## config.mk

```make
export PLATFORM = sky130hd
export DESIGN_NAME = door_state_tracker
export DESIGN_NICKNAME = d
export VERILOG_FILES = /design/src/rtl/dst_pkg.sv /design/src/rtl/door_state_tracker.sv
export VERILOG_INCLUDE_DIRS = /design/src /design/src/rtl
export SDC_FILE = /design/constraint.sdc
export NUM_CORES = 1
export LEC_CHECK = 0
export ABC_AREA = 1
export BUFFER_PORTS_ARGS = -buffer_cell sky130_fd_sc_hd__buf_2
export CORE_MARGIN = 10
export CORE_UTILIZATION = 45
export DETAILED_ROUTE_END_ITERATION = 6
export PLACE_DENSITY_LB_ADDON = 0.25
export SLEW_MARGIN = 20
export SYNTH_ARGS = -nofsm -noshare
export SYNTH_HDL_FRONTEND = slang
export SYNTH_SLANG_ARGS = --single-unit
```

## constraint.sdc

```tcl
create_clock -name aclk -period 8.84 [get_ports aclk]
set_clock_uncertainty 0.1 [all_clocks]
set_input_delay 1.768 -clock aclk [delete_from_list [all_inputs] [get_ports aclk]]
set_output_delay 1.768 -clock aclk [all_outputs]
set_load 0.01 [all_outputs]
```

## src/rtl/assert_macros.svh

```systemverilog
// ----------------------------------------------------------------------------
// assert_macros: assertion helpers for the door state tracker
// Clocked on aclk, disabled while aresetn is low.
// ----------------------------------------------------------------------------
`ifndef ASSERT_MACROS_SVH
`define ASSERT_MACROS_SVH

// plain property checked at every rising edge of aclk
`define DST_ASSERT(label, prop, msg) \
    label: assert property (@(posedge aclk) disable iff (!aresetn) (prop)) \
        else $error(msg);

// same-cycle implication
`define DST_ASSERT_IMPL(label, ante, cons, msg) \
    `DST_ASSERT(label, (ante) |-> (cons), msg)

// next-cycle implication
`define DST_ASSERT_NEXT(label, ante, cons, msg) \
    `DST_ASSERT(label, (ante) |=> (cons), msg)

`endif

```

## src/rtl/dst_pkg.sv

```systemverilog
// ----------------------------------------------------------------------------
// dst_pkg: types, codes and report logic of the door state tracker
// Shared definitions for the tracker datapath and its output queue.
// ----------------------------------------------------------------------------
package dst_pkg;

    localparam int TIME_BITS  = 32;
    localparam int CFG_W      = 32;
    localparam int CMP_W      = (TIME_BITS > CFG_W) ? TIME_BITS : CFG_W;
    localparam int FIFO_DEPTH = 4;
    localparam int PTR_W      = $clog2(FIFO_DEPTH);
    localparam int CNT_W      = $clog2(FIFO_DEPTH + 1);

    localparam logic [CFG_W-1:0]     TRAVEL_RST         = CFG_W'(30000);
    localparam logic [CFG_W-1:0]     GAP_RST            = CFG_W'(1000);
    localparam logic [CFG_W-1:0]     ARM_RST            = CFG_W'(3000);

    typedef logic [TIME_BITS-1:0] time_t;

    typedef enum logic [2:0] {
        KIND_TICK    = 3'd0,
        KIND_SENSOR  = 3'd1,
        KIND_CMD     = 3'd2,
        KIND_CONNECT = 3'd3,
        KIND_LOST    = 3'd4
    } kind_t;

    typedef enum logic [1:0] {
        CMD_OPEN  = 2'd0,
        CMD_CLOSE = 2'd1,
        CMD_STOP  = 2'd2,
        CMD_BAD   = 2'd3
    } cmd_t;

    typedef enum logic [2:0] {
        DOOR_CLOSED  = 3'd0,
        DOOR_OPEN    = 3'd1,
        DOOR_OPENING = 3'd2,
        DOOR_CLOSING = 3'd3,
        DOOR_STOPPED = 3'd4
    } door_t;

    typedef enum logic [2:0] {
        ST_NONE           = 3'd0,
        ST_ACCEPTED       = 3'd1,
        ST_NOT_ARMED      = 3'd2,
        ST_RATE_LIMITED   = 3'd3,
        ST_NOT_APPLICABLE = 3'd4,
        ST_RELAY_REFUSED  = 3'd5
    } status_t;

    typedef enum logic [1:0] {
        REG_TRAVEL_TIMEOUT = 2'd0,
        REG_COMMAND_GAP    = 2'd1,
        REG_ARM_DELAY      = 2'd2
    } reg_idx_t;

    typedef struct packed {
        kind_t kind;
        logic  door_closed;
        cmd_t  command;
        logic  relay_ok;
        logic  publish_ok;
    } item_t;

    typedef struct packed {
        logic    report_valid;
        door_t   door_state;
        logic    relay_pulse;
        logic    relay_force;
        status_t command_status;
        logic    last_result;
    } result_t;

    // door tracking and report dedup state
    typedef struct packed {
        logic  door_is_closed;
        logic  in_transit;
        logic  transit_up;
        logic  transit_from_closed;
        logic  halted;
        logic  halted_going_up;
        door_t reported_state;
        logic  first_report_done;
        logic  reported_closed;
        logic  report_pending;
        logic  link_up;
    } trk_t;

    typedef struct packed {
        trk_t  trk;
        logic  sent;
        door_t st;
    } rpt_t;

    // derive the door state, then send it unless deduplicated; with the link or publish down, mark it pending
    function automatic rpt_t report_state(trk_t s, logic send_always, logic pub_ok);
        rpt_t r;
        logic dc;
        logic changed;
        logic arrived;
        door_t st;
        r       = '{trk: s, sent: 1'b0, st: DOOR_CLOSED};
        dc      = s.door_is_closed;
        changed = (dc != s.transit_from_closed);
        arrived = (s.transit_up ? !dc : dc) && changed;
        if (s.in_transit) begin
            if (arrived) begin
                r.trk.in_transit = 1'b0;
                st = dc ? DOOR_CLOSED : DOOR_OPEN;
            end else begin
                st = s.transit_up ? DOOR_OPENING : DOOR_CLOSING;
            end
        end else if (s.halted) begin
            if (dc) begin
                r.trk.halted = 1'b0;
                st = DOOR_CLOSED;
            end else begin
                st = DOOR_STOPPED;
            end
        end else begin
            st = dc ? DOOR_CLOSED : DOOR_OPEN;
        end
        r.st = st;
        if (!(s.first_report_done && st == s.reported_state) &&
            (send_always || dc != s.reported_closed || s.report_pending)) begin
            if (s.link_up && pub_ok) begin
                r.trk.reported_closed   = dc;
                r.trk.report_pending    = 1'b0;
                r.trk.reported_state    = st;
                r.trk.first_report_done = 1'b1;
                r.sent                  = 1'b1;
            end else begin
                r.trk.report_pending = 1'b1;
            end
        end
        return r;
    endfunction

    function automatic result_t mk_result(logic valid, door_t st, logic pulse,
                                          logic bypass, status_t status);
        result_t r;
        r.report_valid   = valid;
        r.door_state     = valid ? st : DOOR_CLOSED;
        r.relay_pulse    = pulse;
        r.relay_force    = bypass;
        r.command_status = status;
        r.last_result    = 1'b0;
        return r;
    endfunction

endpackage

```

## src/rtl/door_state_tracker.sv

```systemverilog
// ----------------------------------------------------------------------------
// door_state_tracker: single-button door state tracker
// Follows the door from ticks, switch reports, commands and link events and
// emits relay requests, command status and deduplicated state reports.
// ----------------------------------------------------------------------------
// Items land in an input register and are worked in one pass of logic into a
// four-deep result queue, so a new item can be taken every cycle while the
// queue has room for two results. A tick or connect can give two results,
// which leave the result port one after the other; other kinds give one or none.
// An item is held in the input register and its first result in the queue
// before that result leaves. Commands always give exactly one result; link
// loss and unknown kinds give none.
`include "assert_macros.svh"

module door_state_tracker (
    input  logic        aclk,
    input  logic        aresetn,
    // configuration
    input  logic        cfg_we,
    input  logic [1:0]  cfg_addr,
    input  logic [31:0] cfg_wdata,
    // input items
    input  logic        s_tvalid,
    output logic        s_tready,
    input  logic [7:0]  s_tdata,   // door_closed, command[1:0], relay_ok, publish_ok
    input  logic [2:0]  s_tuser,   // kind
    // result items
    output logic        m_tvalid,
    input  logic        m_tready,
    output logic [15:0] m_tdata,   // report_valid, door_state[2:0], relay_pulse,
                                   // relay_force, command_status[2:0]
    output logic        m_tlast    // last_result
);

    // configuration registers
    logic [dst_pkg::CFG_W-1:0] travel_timeout_reg;
    logic [dst_pkg::CFG_W-1:0] command_gap_reg;
    logic [dst_pkg::CFG_W-1:0] arm_delay_reg;

    // input register
    logic           in_valid_reg;
    dst_pkg::item_t in_reg;
    dst_pkg::item_t item;

    // tracker state
    dst_pkg::trk_t  trk_reg, trk_next;
    dst_pkg::time_t time_reg, time_next;
    dst_pkg::time_t transit_began_reg, transit_began_next;
    dst_pkg::time_t connected_at_reg, connected_at_next;
    dst_pkg::time_t last_cmd_reg, last_cmd_next;
    logic           armed_reg, armed_next;

    // result queue
    dst_pkg::result_t               fifo_reg [dst_pkg::FIFO_DEPTH];
    logic [dst_pkg::PTR_W-1:0]      wr_ptr_reg, rd_ptr_reg, wr_ptr1;
    logic [dst_pkg::CNT_W-1:0]      cnt_reg;
    logic                           pop, proc, room;

    // datapath
    dst_pkg::time_t   t_now, conn_at, since_conn, since_began, since_cmd;
    dst_pkg::trk_t    s0, s1, s2, s2t, s3, stop_in, sc;
    dst_pkg::rpt_t    ra, rb, rc, rs;
    logic             is_connect, en_a, en_b, en_c, loop_en, arm_hit;
    logic             c0, c1, c2;
    logic             dc;
    logic             cmd_ok;
    dst_pkg::result_t cmd_res, res_first, res_second;
    logic [1:0]       n_res;

    assign item = in_reg;

    assign pop      = m_tvalid && m_tready;
    assign room     = (cnt_reg <= dst_pkg::CNT_W'(dst_pkg::FIFO_DEPTH - 2)) ||
                      (pop && cnt_reg == dst_pkg::CNT_W'(dst_pkg::FIFO_DEPTH - 1));
    assign proc     = in_valid_reg && room;
    assign s_tready = !in_valid_reg || proc;
    assign wr_ptr1  = wr_ptr_reg + dst_pkg::PTR_W'(1);

    always_comb begin
        // ---- tick, sensor and connect path ----
        t_now      = (item.kind == dst_pkg::KIND_TICK) ? time_reg + dst_pkg::TIME_BITS'(1)
                                                        : time_reg;
        is_connect = (item.kind == dst_pkg::KIND_CONNECT) && !trk_reg.link_up;
        conn_at    = is_connect ? time_reg : connected_at_reg;

        s0 = trk_reg;
        if (item.kind == dst_pkg::KIND_TICK || item.kind == dst_pkg::KIND_SENSOR ||
            is_connect) begin
            s0.door_is_closed = item.door_closed;
        end
        if (is_connect) begin
            s0.link_up = 1'b1;
        end

        en_a = (item.kind == dst_pkg::KIND_SENSOR) || is_connect;
        ra   = dst_pkg::report_state(s0, is_connect, item.publish_ok);
        s1   = en_a ? ra.trk : s0;

        loop_en    = (item.kind == dst_pkg::KIND_TICK) || is_connect;
        since_conn = t_now - conn_at;
        arm_hit    = s1.link_up &&
                     (dst_pkg::CMP_W'(since_conn) >= dst_pkg::CMP_W'(arm_delay_reg));

        en_b = loop_en && s1.report_pending && s1.link_up;
        rb   = dst_pkg::report_state(s1, 1'b1, item.publish_ok);
        s2   = en_b ? rb.trk : s1;

        // transit timeout ends the move and falls back to the switch
        since_began = t_now - transit_began_reg;
        en_c = loop_en && s2.in_transit &&
               (dst_pkg::CMP_W'(since_began) > dst_pkg::CMP_W'(travel_timeout_reg));
        s2t            = s2;
        s2t.in_transit = 1'b0;
        rc = dst_pkg::report_state(s2t, 1'b1, item.publish_ok);
        s3 = en_c ? rc.trk : s2;

        c0 = en_a && ra.sent;
        c1 = en_b && rb.sent;
        c2 = en_c && rc.sent;

        // ---- command path ----
        dc                      = trk_reg.door_is_closed;
        stop_in                 = trk_reg;
        stop_in.halted_going_up = trk_reg.transit_up;
        stop_in.in_transit      = 1'b0;
        stop_in.halted          = 1'b1;
        rs = dst_pkg::report_state(stop_in, 1'b1, item.publish_ok);

        since_cmd          = time_reg - last_cmd_reg;
        sc                 = trk_reg;
        last_cmd_next      = last_cmd_reg;
        transit_began_next = transit_began_reg;
        cmd_ok             = 1'b0;
        cmd_res = dst_pkg::mk_result(1'b0, dst_pkg::DOOR_CLOSED, 1'b0, 1'b0,
                                     dst_pkg::ST_NOT_APPLICABLE);
        if (!armed_reg) begin
            cmd_res.command_status = dst_pkg::ST_NOT_ARMED;
        end else if (dst_pkg::CMP_W'(since_cmd) < dst_pkg::CMP_W'(command_gap_reg)) begin
            cmd_res.command_status = dst_pkg::ST_RATE_LIMITED;
        end else begin
            last_cmd_next = time_reg;
            unique case (item.command)
                dst_pkg::CMD_OPEN: begin
                    cmd_ok = (dc && !trk_reg.in_transit) ||
                             (trk_reg.halted && !trk_reg.halted_going_up);
                end
                dst_pkg::CMD_CLOSE: begin
                    cmd_ok = (!dc && !trk_reg.in_transit && !trk_reg.halted) ||
                             (trk_reg.halted && trk_reg.halted_going_up);
                end
                dst_pkg::CMD_STOP: begin
                    cmd_ok = trk_reg.in_transit;
                end
                default: begin
                    cmd_ok = 1'b0;
                end
            endcase
            if (cmd_ok && !item.relay_ok) begin
                cmd_res.command_status = dst_pkg::ST_RELAY_REFUSED;
            end else if (cmd_ok && item.command == dst_pkg::CMD_STOP) begin
                sc = rs.trk;
                cmd_res = dst_pkg::mk_result(rs.sent, rs.st, 1'b1, 1'b1,
                                             dst_pkg::ST_ACCEPTED);
            end else if (cmd_ok) begin
                // begin transit; the start report does not touch dedup memory
                sc.in_transit          = 1'b1;
                sc.transit_up          = (item.command == dst_pkg::CMD_OPEN);
                sc.transit_from_closed = dc;
                sc.halted              = 1'b0;
                transit_began_next     = time_reg;
                cmd_res = dst_pkg::mk_result(
                    trk_reg.link_up && item.publish_ok,
                    (item.command == dst_pkg::CMD_OPEN) ? dst_pkg::DOOR_OPENING
                                                         : dst_pkg::DOOR_CLOSING,
                    1'b1, 1'b0, dst_pkg::ST_ACCEPTED);
            end
        end

        // ---- select next state and results by kind ----
        trk_next          = trk_reg;
        time_next         = time_reg;
        connected_at_next = connected_at_reg;
        armed_next        = armed_reg;
        n_res             = 2'd0;
        res_first         = c0 ? dst_pkg::mk_result(1'b1, ra.st, 1'b0, 1'b0, dst_pkg::ST_NONE) :
                            c1 ? dst_pkg::mk_result(1'b1, rb.st, 1'b0, 1'b0, dst_pkg::ST_NONE)
                               : dst_pkg::mk_result(1'b1, rc.st, 1'b0, 1'b0, dst_pkg::ST_NONE);
        res_second        = (c0 && c1) ?
                            dst_pkg::mk_result(1'b1, rb.st, 1'b0, 1'b0, dst_pkg::ST_NONE) :
                            dst_pkg::mk_result(1'b1, rc.st, 1'b0, 1'b0, dst_pkg::ST_NONE);

        unique case (item.kind)
            dst_pkg::KIND_TICK: begin
                trk_next   = s3;
                time_next  = t_now;
                armed_next = armed_reg || arm_hit;
                n_res      = ((c0 && c1) || (c0 && c2) || (c1 && c2)) ? 2'd2 :
                             (c0 || c1 || c2) ? 2'd1 : 2'd0;
            end
            dst_pkg::KIND_SENSOR: begin
                trk_next = s1;
                n_res    = c0 ? 2'd1 : 2'd0;
            end
            dst_pkg::KIND_CMD: begin
                trk_next  = sc;
                n_res     = 2'd1;
                res_first = cmd_res;
            end
            dst_pkg::KIND_CONNECT: begin
                if (is_connect) begin
                    trk_next          = s3;
                    connected_at_next = time_reg;
                    armed_next        = arm_hit;
                    n_res             = ((c0 && c1) || (c0 && c2) || (c1 && c2)) ? 2'd2 :
                                        (c0 || c1 || c2) ? 2'd1 : 2'd0;
                end
            end
            dst_pkg::KIND_LOST: begin
                trk_next.link_up = 1'b0;
                armed_next       = 1'b0;
            end
            default: begin
                n_res = 2'd0;
            end
        endcase

        res_first.last_result  = (n_res == 2'd1);
        res_second.last_result = 1'b1;
    end

    // configuration writes
    always_ff @(posedge aclk) begin
        if (!aresetn) begin
            travel_timeout_reg <= dst_pkg::TRAVEL_RST;
            command_gap_reg    <= dst_pkg::GAP_RST;
            arm_delay_reg      <= dst_pkg::ARM_RST;
        end else if (cfg_we) begin
            unique case (dst_pkg::reg_idx_t'(cfg_addr))
                dst_pkg::REG_TRAVEL_TIMEOUT: travel_timeout_reg <= cfg_wdata;
                dst_pkg::REG_COMMAND_GAP:    command_gap_reg    <= cfg_wdata;
                dst_pkg::REG_ARM_DELAY:      arm_delay_reg      <= cfg_wdata;
                default: begin
                end
            endcase
        end
    end

    // input register
    always_ff @(posedge aclk) begin
        if (!aresetn) begin
            in_valid_reg <= 1'b0;
        end else if (s_tready) begin
            in_valid_reg <= s_tvalid;
        end
    end

    always_ff @(posedge aclk) begin
        if (s_tvalid && s_tready) begin
            in_reg.kind        <= dst_pkg::kind_t'(s_tuser);
            in_reg.door_closed <= s_tdata[0];
            in_reg.command     <= dst_pkg::cmd_t'(s_tdata[2:1]);
            in_reg.relay_ok    <= s_tdata[3];
            in_reg.publish_ok  <= s_tdata[4];
        end
    end

    // tracker state
    always_ff @(posedge aclk) begin
        if (!aresetn) begin
            trk_reg <= '{door_is_closed: 1'b1, in_transit: 1'b0, transit_up: 1'b0,
                         transit_from_closed: 1'b1, halted: 1'b0,
                         halted_going_up: 1'b0, reported_state: dst_pkg::DOOR_CLOSED,
                         first_report_done: 1'b0, reported_closed: 1'b1,
                         report_pending: 1'b0, link_up: 1'b0};
            time_reg          <= '0;
            transit_began_reg <= '0;
            connected_at_reg  <= '0;
            last_cmd_reg      <= '0;
            armed_reg         <= 1'b0;
        end else if (proc) begin
            trk_reg           <= trk_next;
            time_reg          <= time_next;
            transit_began_reg <= (item.kind == dst_pkg::KIND_CMD) ? transit_began_next
                                                                  : transit_began_reg;
            connected_at_reg  <= connected_at_next;
            last_cmd_reg      <= (item.kind == dst_pkg::KIND_CMD) ? last_cmd_next
                                                                  : last_cmd_reg;
            armed_reg         <= armed_next;
        end
    end

    // result queue
    always_ff @(posedge aclk) begin
        if (!aresetn) begin
            wr_ptr_reg <= '0;
            rd_ptr_reg <= '0;
            cnt_reg    <= '0;
        end else begin
            if (proc) begin
                wr_ptr_reg <= wr_ptr_reg + dst_pkg::PTR_W'(n_res);
            end
            if (pop) begin
                rd_ptr_reg <= rd_ptr_reg + dst_pkg::PTR_W'(1);
            end
            cnt_reg <= cnt_reg + (proc ? dst_pkg::CNT_W'(n_res) : '0)
                               - dst_pkg::CNT_W'(pop);
        end
    end

    always_ff @(posedge aclk) begin
        if (proc && n_res != 2'd0) begin
            fifo_reg[wr_ptr_reg] <= res_first;
        end
        if (proc && n_res == 2'd2) begin
            fifo_reg[wr_ptr1] <= res_second;
        end
    end

    assign m_tvalid = (cnt_reg != '0);
    assign m_tlast  = fifo_reg[rd_ptr_reg].last_result;
    assign m_tdata  = {7'd0,
                       fifo_reg[rd_ptr_reg].command_status,
                       fifo_reg[rd_ptr_reg].relay_force,
                       fifo_reg[rd_ptr_reg].relay_pulse,
                       fifo_reg[rd_ptr_reg].door_state,
                       fifo_reg[rd_ptr_reg].report_valid};

    // ---- assertions ----
    `DST_ASSERT(a_fifo_bound, cnt_reg <= dst_pkg::CNT_W'(dst_pkg::FIFO_DEPTH), "queue overrun")
    `DST_ASSERT(a_transit_halt, !(trk_reg.in_transit && trk_reg.halted), "moving and halted")
    `DST_ASSERT_IMPL(a_armed_link, armed_reg, trk_reg.link_up, "armed without link")
    `DST_ASSERT_IMPL(a_cmd_one, proc && item.kind == dst_pkg::KIND_CMD, n_res == 2'd1, "command result count")
    `DST_ASSERT_IMPL(a_lost_quiet, proc && item.kind == dst_pkg::KIND_LOST, n_res == 2'd0, "link loss gave a result")
    `DST_ASSERT_NEXT(a_tick_time, proc && item.kind == dst_pkg::KIND_TICK, time_reg == dst_pkg::TIME_BITS'($past(time_reg) + 1'b1), "tick did not advance time")

endmodule
```

# == Yosys cells after proc, flatten, opt, wreduce, memory -nomap -nowiden ==
# Memories as Yosys holds them, arrays and structs flattened. A register that Yosys moved wholly into a read port is not among the register bits.
# Index checks and enable logic that the tools add are counted.
# totals
out_inout_bits,19
latch_bits,0
mem_bits_rw,40
mem_count,1
regBits,254
wordCells,261
romBits,0
in_bits,50
# mem_list
memory,depth,word_bits,read_ports,rd_ports_with_merged_regs,write_ports,line_no,source
fifo_reg,4,10,1,1,2,door_state_tracker.sv:54,dst_pkg::result_t fifo_reg [dst_pkg::FIFO_DEPTH];
# classes
n_reduce_logical,85
div_mod_pow,0
shift,0
n_mul,0
muxes,102
bitwise_logic,4
magnitude_cmp,4
addsub,9
n_eq_ne,28
# ops
cell,n
32-bit subtractor,3
12-bit 2-to-1 mux,6
32-bit 2-to-1 mux,2
12-bit case mux with 4 select lines,1
1-bit 2-to-1 mux,47
6-bit 2-to-1 mux,7
3-bit 2-to-1 mux,13
1-bit logical AND,36
32-bit by 1-bit adder with 32-bit output (second input constant),1
32-bit greater-or-equal comparator,1
32-bit > comparator,1
32-bit < comparator,1
10-bit 2-to-1 mux,3
9-bit 2-to-1 mux,3
7-bit AND reduction,3
5-bit 2-to-1 mux,4
2-bit != test (second input constant),9
2-bit 2-to-1 mux,8
8-bit AND reduction,2
1-bit logical OR,15
13-bit 2-to-1 mux,1
3-bit equality test,4
4-bit AND reduction,3
1-bit logical NOT,10
26 further kinds,48

# == Depth between registers and ports, before layout ==
# Gate-level depths: netlist of the first run.
# logic_depth
word_depth,38
depth_mapped,47
ltp_nobuf,47

# == Worst setup path before layout of the first run ==
# Ideal clock, no wire load.
# synth_timing
kind,reg2reg
startpoint,reg in_reg[7] (netlist name)
endpoint,reg cnt_reg[2] (netlist name)
stages_incl_launch_ff,41
slack_ns,1.594
n_path_buf,0
arrival_time_ns,7.026
path_cell_list,edfxtp_1 -> inv_2 -> nand2_2 -> nor2_1 -> inv_1 -> o21ai_0 -> inv_1 -> fa_1 -> o21ai_1 -> a21oi_1 -> o21ai_1 -> a21boi_0 -> o21ai_0 -> a21boi_1 -> o21ai_0 -> a21boi_0 -> o21ai_1 -> a21boi_0 -> (+5 left out) -> nand4_1 -> nor3_1 -> nand2_1 -> o21bai_1 -> a21oi_1 -> nand4_2 -> nor2_2 -> nand2_4 -> nand2_1 -> nand2_2 -> o21ai_1 -> nand2_1 -> ha_1 -> inv_1 -> ha_1 -> fa_1 -> o21ai_0 -> a21oi_1
# synth_between
elab_cells_between_ends,94
cone_classes,3 x add/sub; 1 x order compare; 9 x eq/ne; 47 x mux; 34 x reduce/logical
# synth_lines
element,line_no,source
"start, declared",door_state_tracker.sv:42,dst_pkg::item_t in_reg;
3-bit logical NOT *,door_state_tracker.sv:81,t_now = (item.kind == dst_pkg::KIND_TICK) ? time_reg + dst_pkg::TIME_BITS'(1)
32-bit 2-to-1 mux *,door_state_tracker.sv:81,
named net t_now[1],door_state_tracker.sv:60,"dst_pkg::time_t t_now, conn_at, since_conn, since_began, since_cmd;"
32-bit subtractor *,door_state_tracker.sv:109,since_began = t_now - transit_began_reg;
32-bit > comparator *,door_state_tracker.sv:111,(dst_pkg::CMP_W'(since_began) > dst_pkg::CMP_W'(travel_timeout_reg));
1-bit logical AND *,door_state_tracker.sv:110,en_c = loop_en && s2.in_transit &&
1-bit logical AND *,door_state_tracker.sv:119,c2 = en_c && rc.sent;
1-bit logical AND,"door_state_tracker.sv:197, door_state_tracker.sv:214",
1-bit logical OR (2 in series),"door_state_tracker.sv:197, door_state_tracker.sv:214",
2-bit 2-to-1 mux *,"door_state_tracker.sv:197, door_state_tracker.sv:214",
2-bit 2-to-1 mux,door_state_tracker.sv:210,if (is_connect) begin
2-bit case mux with 4 select lines *,door_state_tracker.sv:192,unique case (item.kind)
2-bit 2-to-1 mux *,door_state_tracker.sv:305,cnt_reg <= cnt_reg + (proc ? dst_pkg::CNT_W'(n_res) : '0)
3-bit by 2-bit adder with 3-bit output *,door_state_tracker.sv:305,
3-bit by 1-bit subtractor with 3-bit output *,door_state_tracker.sv:306,- dst_pkg::CNT_W'(pop);
"end signal, assigned",door_state_tracker.sv:305,
"end, declared",door_state_tracker.sv:56,logic [dst_pkg::CNT_W-1:0] cnt_reg;
# The timed path passes the listed nets; every way through them passes the cells marked *.
# A chain may end at the register's enable or synchronous reset.

# == Final worst setup path of the first run ==
# layout_timing
startpoint,reg in_reg[6] (netlist name)
endpoint,reg cnt_reg[2] (netlist name)
# The elaborated chain is that of the path after synthesis.

==> results.yml, run 1 <==
synth:
  synth_fa_ha_area_share_pct: 12.94
  synth-compound-area-share_pct: 22.14
  synth.largest_area_cell: "dfxtp_1"
  synth_top_area_share_pct: 28.67
  netlist_instances: 2647
  ys_warn_count: 0
  ys.flop_type: "dfxtp_1"
  avgSynthCellArea_um2: 7.282
  synth_xor_area_share_pct: 5.589
  yosys.area_share.simple_pct: 16.75
  synth_seq_cells: 296
  synth_edf_count: 20
  netlist_area_mm2: 0.01927
  synth_top_family_by_area: "compound AO/OA/AOI/OAI gates"
  ys_seq_area_share_pct: 31.78
  synth.distinct_cells: 57
  synthTopCellsByArea: "dfxtp_1 (29%), ha_1 (13%), a21oi_1 (8.9%)"
  synth_mux_area_share_pct: 0.5193
  synthArstFlopShare_pct: 0
cells_and_area:
  nNetsFinal: 2916
  fin_cells: 3236
  drive_gt1_share_pct: 7.341
  diodes: 0
  design_area_mm2: 0.02128
  synthToLayoutAreaGrowth_pct: 10.43
  largest_reg_flops: 40
clock_network:
  cts_buffers: 36
  clk_pin_slew_ps: 60
  hold_buffers: 0
  ctsResizeCount: 0
  clk_latency_ps: 560
  htree_num_levels: 2
  cts_tree: "yes"
  cts_buffer_depth: 3
  root_buffer: "clkbuf_16"
  cts_sinks: 296
  cts_setup_buffers: 0
floorplan:
  initial_utilization_pct: 45.75
  die_area_mm2: 0.05151
  die_x_um: 227.0
  core_mm2: 0.04213
  rows: 75
  die_h_um: 227.0
  ioPinCount: 69
global_route:
  track_usage_pct: 19.93
  grt_pass1_wl_um: 83590
  gr-total-overflow: 0
  first_global_vias: 16730
  grt_start_max_net_pins: 71
  antenna_found_initial: 0
place:
  placed_cells: 3170
  post_dp_cell_area_mm2: 0.02002
  gp_congestion: 0.8990
  dp_hpwl_um: 39180
  dp_slack_ps: 230.8
  port_buffers: 58
critical_path:
  worstPathMaxFanout: 9
  cp.required_ps: 9180
  r2r_start: "in_reg[6]$_DFFE_PP_"
  r2r_cells: 44
  crit_path_end_kind: "flip-flop"
  cp.arrival_ps: 8430
  cpPeakStageDelay_ps: 400
  rr_endpoint: "cnt_reg[2]$_SDFF_PN0_"
  start_kind: "flip-flop"
  path_class: "reg -> reg"
  r2r_slack_ps: 750
  cpMaxStageDelayCell: "edfxtp_1"
sta:
  setup_viol: 0
  setup_tns_ps: 0
  rsz0062_at_grt: "false"
  fin_ws_ps: 753.1
  slew_headroom_pct: 27.18
  slew_violations: 0
  min_period_ps: 8087
  fin_crit_sh_pct: 91.48
  worstMarginPinSlew_ps: 1091
  hold_viol_final: 0
  max_freq_ghz: 0.1237
drt:
  wirelength_um: 51620
  wl_per_cell_um: 15.95
  drc: 0
  drt-initial-drc-count: 1053
  final_antenna_net_count: 0
  via_per_inst: 5.354
  drtPass1Iterations: 5
  num_vias: 17330
run:
  drv_cap: 0
worst_hold_path:
  min_path_type: "reg -> reg"
  holdCritStartpoint: "fifo_reg[0][9]$_SDFFE_PP1N_"
  hold_path_end: "fifo_reg[0][9]$_SDFFE_PP1N_"
  hold-path-cell-count: 2
power_and_ir_drop:
  ir_worst_vdd_mv: 0.1449
  leakage_uw: 0.009917
  power_density_mw_per_mm2: 214.1
run_status:
  status: "finished clean"
## metal layers
metal	GRT usage, %	vias up	wire length [um]
met5	0	-	0
met4	7.352	0	1745
met3	2.934	101	2105
met2	34.22	312	24210
met1	24.91	8003	23560
li1	-	8911	-
## cell usage after synthesis (all sizes together) (2+ instances only)
master   instances
a211oi          37
a21boi          21
a21o             5
a21oi          344
a221oi           3
a31oi            7
buf             20
clkbuf          83
clkinv           2
dfxtp          276
edfxtp          20
fa               4
ha             193
inv            404
mux2i           10
nand2          399
nand3           71
nand3b           3
nand4           49
nor2           170
nor3            22
nor3b            4
nor4             4
o2111ai          4
o211ai          26
o21a             5
o21ai          307
o21bai           6
o221ai           6
o22ai            8
o311ai           2
xnor2           39
xor2            84
## critical path: cells and delay by family (launching register included)
| family | cells | cell delay (ps) |
|---|---|---|
| flops | 1 | 400 |
| simple gates | 15 | 1900 |
| buf+inv | 6 | 680 |
| compound gates | 16 | 3120 |
| xor+xnor | 2 | 320 |
| fa+ha+maj | 5 | 1440 |
## area by class of cell
type | count | area [um^2]
sequential | 296 | 6126
inverter | 406 | 1526
clock inverter | 10 | 135.1
clock buffer | 56 | 1119
tap | 539 | 674.4
fill | 4127 | 20850
multi-input combinational | 1848 | 11230
timing repair buffer | 81 | 478.0
## kinds of logic (layout without fill, tap and decap cells)
kind of cell / count (synthesis) / count (layout)
AO/OA/AOI/OAI: 785 / 785
multiplexers: 10 / 10
buffers and inverters: 509 / 553
XOR/XNOR: 123 / 123
AND/OR/NAND/NOR: 726 / 726
other: 1 / 7
flip-flops: 296 / 296
adder cells (fa/ha/maj): 197 / 197
## placed cells by master (no fill, tap or decap), types with 39 or more instances in the layout
master,instances
a21oi_1,343
buf_2,57
dfxtp_1,276
ha_1,193
inv_1,394
nand2_1,375
nand3_1,60
nand4_1,48
nor2_1,162
o21ai_0,291
xnor2_1,39
xor2_1,84
## metrics by stage
step / util, % / total power [uW] / hold slack [ps]
2_1_floorplan: - / 2584 / 323.6
3_3_place_gp: 47.51 / 2957 / 336.8
3_5_place_dp: 47.51 / 3012 / 343.2
4_1_cts: 50.48 / 4590 / 358.9
5_1_grt: 50.52 / 4875 / 373.2
6_report: 50.52 / 4556 / 358.2
## worst max-delay path by stage
| stage | cells after the start | slack [ps] | to | from |
|---|---|---|---|---|
| after floorplan | 40 | 1590 | cnt_reg[2]$_SDFF_PN0_ | in_reg[7]$_DFFE_PP_ |
| after global placement | 41 | 350 | cnt_reg[2]$_SDFF_PN0_ | in_reg[6]$_DFFE_PP_ |
| after detailed placement | 42 | 230 | cnt_reg[2]$_SDFF_PN0_ | in_reg[6]$_DFFE_PP_ |
| after CTS | 42 | 200 | cnt_reg[2]$_SDFF_PN0_ | in_reg[6]$_DFFE_PP_ |
| after global routing | 46 | 9 | cnt_reg[2]$_SDFF_PN0_ | in_reg[6]$_DFFE_PP_ |
| final | 44 | 750 | cnt_reg[2]$_SDFF_PN0_ | in_reg[6]$_DFFE_PP_ |
## power by group
group          switching [uW]  total [uW]  internal, uW
logic                     947        1520           578
registers                51.8        1470          1420
clock network             601        1560           960
(Power assumes the default switching activity.)
==> run 2: changes to the inputs <==
--- a/config.mk
+++ b/config.mk
@@ -9,7 +9,7 @@
 export ABC_AREA = 1
 export BUFFER_PORTS_ARGS = -buffer_cell sky130_fd_sc_hd__buf_2
 export CORE_MARGIN = 10
-export CORE_UTILIZATION = 45
+export CORE_UTILIZATION = 40
 export DETAILED_ROUTE_END_ITERATION = 6
 export PLACE_DENSITY_LB_ADDON = 0.25
 export SLEW_MARGIN = 20
==> run 2 against run 1 <==
Cell area rose by 0.47%. Worst setup slack got worse by 41 ps. Clock power barely moved. Sequential cell count did not move. Register-to-register slack got worse by 40 ps. Maximum frequency fell by 0.50%. Largest cell class unchanged.
==> results.yml, run 2 (same netlist as run 1, synthesis figures left out) <==
run:
  drv_cap: 0
sta:
  holdWs_ps: 356.8
  fin_crit_sh_pct: 91.94
  max_freq_ghz: 0.1230
  min_period_ps: 8128
  rsz0062_at_grt: "false"
  hold_viol_final: 0
  fin_ws_ps: 712.3
  slew_violations: 0
  setup_tns_ps: 0
  worstMarginPinSlew_ps: 1103
  setup_viol: 0
  slew_headroom_pct: 26.39
global_route:
  antenna_found_initial: 0
  first_global_vias: 16470
  track_usage_pct: 18.18
  gr-total-overflow: 0
  use_met2_pct: 31.51
  met1_usage_pct: 23.20
  grt_pass1_wl_um: 85170
  grt_start_max_net_pins: 103
  top_usage_layer: "met2"
  use_met3_pct: 2.528
place:
  gp_congestion: 0.8688
  dp_slack_ps: 344.8
  port_buffers: 58
  dp_hpwl_um: 39580
clock_network:
  clk_latency_ps: 560
  cts_tree: "yes"
  cts_sinks: 296
  root_buffer: "clkbuf_16"
  cts_buffers: 37
  htree_num_levels: 2
  cts_buffer_depth: 3
  clk_pin_slew_ps: 60
critical_path:
  worstPathMaxFanout: 9
  r2r_slack_ps: 710
  cpMostUsedCell: "o21ai_1"
  r2r_cells: 40
  cpMaxStageDelayCell: "fa_1"
  path_class: "reg -> reg"
  crit_path_end_kind: "flip-flop"
  r2r_start: "in_reg[6]$_DFFE_PP_"
  cp.arrival_ps: 8480
  rr_endpoint: "cnt_reg[2]$_SDFF_PN0_"
  cp.required_ps: 9190
  cpPeakStageDelay_ps: 450
  start_kind: "flip-flop"
drt:
  wl_per_cell_um: 15.90
  drt-initial-drc-count: 954
  via_per_inst: 5.206
  drc: 0
  wirelength_um: 52680
  num_vias: 17250
  final_antenna_net_count: 0
  drtPass1Iterations: 5
cells_and_area:
  final_common_cell: "inv_1"
  nNetsFinal: 2916
  final_cell_mix: "inv_1 (394), nand2_1 (375), a21oi_1 (344), o21ai_0 (293), dfxtp_1 (276)"
  synthToLayoutAreaGrowth_pct: 10.94
  diodes: 0
  drive_gt1_share_pct: 7.339
  utilization_pct: 44.88
  largest_reg_flops: 40
power_and_ir_drop:
  power.share.clock_pct: 34.6
  netSwitchingFraction_pct: 35.58
  ir_worst_vdd_mv: 0.09825
  internal-power_uw: 2953
  seqPwrFrac_pct: 32.1
  leakage_uw: 0.009930
  power_density_mw_per_mm2: 214.4
  switching_power_uw: 1631
  pwr-share-comb_pct: 33.4
floorplan:
  core_mm2: 0.04765
  die_area_mm2: 0.05737
  initial_utilization_pct: 40.45
  ioPinCount: 69
  die_x_um: 239.5
  rows: 80
  die_h_um: 239.5
run_status:
  status: "finished clean"
worst_hold_path:
  hold_path_end: "arm_delay_reg[6]$_SDFFE_PN0P_"
  holdCritStartpoint: "arm_delay_reg[6]$_SDFFE_PN0P_"
  min_path_type: "reg -> reg"
  hold-path-cell-count: 2
==> run 2: changes by cell type in the layout (fill, tap and decap cells not counted), sizes merged <==
| cell | before | now |
|---|---|---|
| buf | 81 | 80 |
| bufinv | 3 | 4 |
| clkinv | 6 | 15 |
| inv | 406 | 405 |
| clkinvlp | 1 | 0 |
| clkbuf | 56 | 50 |
==> run 2: per-layer routing <==
layer | up-vias | share of wire, %
met5 | - | 0
met4 | 0 | 2.1
met3 | 67 | 3.2
met2 | 266 | 48
met1 | 7997 | 47
li1 | 8919 | -
==> run 2: worst max-delay path by stage <==
stage                        startpoint                     to  slack, ps
floorplan           in_reg[7]$_DFFE_PP_  cnt_reg[2]$_SDFF_PN0_       1590
global placement    in_reg[6]$_DFFE_PP_  cnt_reg[2]$_SDFF_PN0_        440
detailed placement  in_reg[6]$_DFFE_PP_  cnt_reg[2]$_SDFF_PN0_        340
CTS                 in_reg[6]$_DFFE_PP_  cnt_reg[2]$_SDFF_PN0_        320
global route        in_reg[6]$_DFFE_PP_  cnt_reg[2]$_SDFF_PN0_         70
finish              in_reg[6]$_DFFE_PP_  cnt_reg[2]$_SDFF_PN0_        710
==> run 2: worst max-delay path: cells and delay by family (launching register included) <==
family          cells  cell delay, ps
compound gates     17            3670
xor+xnor            1              70
fa+ha+maj           5            1590
buf+inv             4             460
flops               1             410
simple gates       13            1710
==> run 2: area by class of cell <==
class	count	area, um^2
timing repair buffer	80	470.5
clock inverter	18	220.2
multi-input combinational	1848	11220
fill	4757	26260
inverter	406	1526
tap	615	769.5
sequential	296	6126
clock buffer	50	1056
==> run 2: power groups by stage <==
stage / Clock, uW / Combinational (uW) / Sequential [uW]
floorplan: 0 / 1110 / 1480
global placement: 0 / 1480 / 1500
detailed placement: 0 / 1520 / 1500
CTS: 1630 / 1530 / 1470
global route: 1670 / 1750 / 1480
finish: 1580 / 1530 / 1470
==> run 2: repair_timing <==
action / 4_1_cts / 5_1_grt
buffers inserted: 0 / 0
hold buffers: 0 / 0
gates resized for setup: 0 / 8
setup endpoints to repair: 0 / 39
==> run 2: metrics by stage <==
stage	cell area [um^2]	std cells	total power (uW)
final	21380	3313	4585
after global routing	21380	3313	4905
after floorplan	19300	2653	2584
after detailed placement	20100	3245	3019
after CTS	21380	3313	4626
after global placement	20100	3245	2977
==> run 3: changes to the inputs <==
--- a/config.mk
+++ b/config.mk
@@ -12,6 +12,7 @@
 export CORE_UTILIZATION = 40
 export DETAILED_ROUTE_END_ITERATION = 6
 export PLACE_DENSITY_LB_ADDON = 0.25
+export RECOVER_POWER = 50
 export SLEW_MARGIN = 20
 export SYNTH_ARGS = -nofsm -noshare
 export SYNTH_HDL_FRONTEND = slang
==> run 3 against run 2 <==
The run now ends with max-capacitance violations, max-slew violations left. Die area unchanged. Count of clock-buffer cells in the layout stayed put. Worst setup slack worse by 37 ps. Sequential share of layout area hardly changed. Final cell count unchanged. Worst hold slack about the same. Sequential power about the same. Highest routed layer unchanged.
==> results.yml, run 3 (same netlist as run 1, synthesis figures left out) <==
run_status:
  failed_checks: "max-capacitance violations, max-slew violations"
  status: "complete, but fails checks"
critical_path:
  crit_start: "in_reg[6]$_DFFE_PP_"
  cp_num_buf_inv: 4
  cp.depth: 44
  cpMaxStageDelayCell: "edfxtp_1"
  r2r_slack_ps: 680
  path_delay_family: "compound AO/OA/AOI/OAI gates"
  worstPathMaxFanout: 9
  cp.arrival_ps: 8500
  crit_end: "cnt_reg[2]$_SDFF_PN0_"
  start_kind: "flip-flop"
  cp.required_ps: 9180
  rr_endpoint: "cnt_reg[2]$_SDFF_PN0_"
  cpMostUsedCell: "nand2_1"
  path_class: "reg -> reg"
  crit_path_end_kind: "flip-flop"
  cpPeakStageDelay_ps: 410
  r2r_cells: 44
  r2r_start: "in_reg[6]$_DFFE_PP_"
clock_network:
  htree_num_levels: 2
  root_buffer: "clkbuf_16"
  cts_sinks: 296
  clk_pin_slew_ps: 60
  clk_latency_ps: 560
  cts_buffer_depth: 3
  cts_tree: "yes"
  cts_buffers: 37
  hold_buffers: 0
power_and_ir_drop:
  ir_worst_vdd_mv: 0.09826
  netSwitchingFraction_pct: 35.59
  internal-power_uw: 2954
  pwr-share-comb_pct: 33.4
  power_density_mw_per_mm2: 214.6
  seqPwrFrac_pct: 32.1
  switching_power_uw: 1632
  power.share.clock_pct: 34.5
  leakage_uw: 0.009913
global_route:
  antenna_found_initial: 0
  gr-total-overflow: 0
  grt_start_max_net_pins: 103
  grt_pass1_wl_um: 85170
  track_usage_pct: 18.18
  first_global_vias: 16470
drt:
  drc: 0
  wirelength_um: 52680
  final_antenna_net_count: 0
  drt-initial-drc-count: 970
  drtPass1Iterations: 5
  wl_per_cell_um: 15.90
  num_vias: 17280
  via_per_inst: 5.215
cells_and_area:
  largest_reg_flops: 40
  drive_gt1_share_pct: 7.079
  nNetsFinal: 2916
  synthToLayoutAreaGrowth_pct: 10.88
  final_common_cell: "inv_1"
  diodes: 0
  final_cell_mix: "inv_1 (395), nand2_1 (375), a21oi_1 (344), o21ai_0 (293), dfxtp_1 (276)"
  fin_cells: 3313
sta:
  slew_violations: 251
  setup_viol: 0
  worstMarginPinSlew_ps: 4051
  setup_tns_ps: 0
  holdWs_ps: 356.8
  rsz0062_at_grt: "false"
  min_period_ps: 8165
  max_freq_ghz: 0.1225
  slew_headroom_pct: -170.1
  fin_crit_sh_pct: 92.36
  hold_viol_final: 0
place:
  gp_congestion: 0.8688
  port_buffers: 58
  dp_hpwl_um: 39580
  placed_cells: 3245
floorplan:
  die_area_mm2: 0.05737
  core_mm2: 0.04765
  initial_utilization_pct: 40.45
  rows: 80
  ioPinCount: 69
  die_x_um: 239.5
  die_h_um: 239.5
worst_hold_path:
  hold-path-cell-count: 2
  min_path_type: "reg -> reg"
run:
  drv_cap: 3
## run 3: cell types whose count changed in the layout (fill, tap and decap cells not counted)
cell,change
buf_2,-5
buf_4,-2
clkbuf_1,+6
clkbuf_2,+1
inv_1,+1
inv_2,-1
## run 3: final cells by class
cell class,instances,area [um^2]
Multi-Input combinational cell,1848,11220
Clock buffer,50,1056
Clock inverter,18,220.2
Sequential cell,296,6126
Inverter,406,1526
Timing Repair Buffer,80,457.9
Fill cell,4760,26270
Tap cell,615,769.5
## run 3: metal layers
layer,track usage [%],vias up,share of wire (%)
met2,31.51,273,48
met5,0,-,0
met4,4.650,0,2.1
met1,23.20,8023,47
met3,2.528,65,3.3
li1,-,8915,-
## run 3: worst min-delay path by stage
stage | start | endpoint | slack (ps)
after floorplan | fifo_reg[1][9]$_SDFFE_PP1N_ | fifo_reg[1][9]$_SDFFE_PP1N_ | 320
after global placement | fifo_reg[2][9]$_SDFFE_PP1P_ | fifo_reg[2][9]$_SDFFE_PP1P_ | 340
after detailed placement | fifo_reg[1][9]$_SDFFE_PP1N_ | fifo_reg[1][9]$_SDFFE_PP1N_ | 340
after CTS | fifo_reg[1][9]$_SDFFE_PP1N_ | fifo_reg[1][9]$_SDFFE_PP1N_ | 360
after global routing | last_cmd_reg[7]$_SDFFE_PN0P_ | last_cmd_reg[7]$_SDFFE_PN0P_ | 370
final | arm_delay_reg[6]$_SDFFE_PN0P_ | arm_delay_reg[6]$_SDFFE_PN0P_ | 360
## run 3: through the flow
step                setup WS, ps  area (um^2)  utilization, %  power (uW)
finish                     675.0        21370           44.86        4587
global route               50.52        21370           44.86        4906
CTS                        323.5        21380           44.87        4626
detailed placement         344.8        20100           42.20        3019
global placement           442.5        20100           42.20        2977
floorplan                   1594        19300               -        2584
## run 3: timing repair
item | CTS | global route
setup buffers | 0 | 0
endpoints found under the setup margin | 0 | 39
gates resized for setup | 0 | 8
## run 3: power by group through the flow
stage / clock network (uW) / logic [uW] / registers, uW
floorplan: 0 / 1110 / 1480
global placement: 0 / 1480 / 1500
detailed placement: 0 / 1520 / 1500
CTS: 1630 / 1530 / 1470
global route: 1670 / 1750 / 1480
finish: 1580 / 1530 / 1470
## run 3: worst reg2reg max path: cells and delay by family (launching register included)
family / cells / cell delay [ps]
AOI/OAI and AO/OA: 12 / 2700
and+or+nand+nor: 21 / 2650
adders and majority gates: 5 / 1550
buffers and inverters: 4 / 420
DFF: 1 / 410
xor gates and xnor gates: 2 / 240
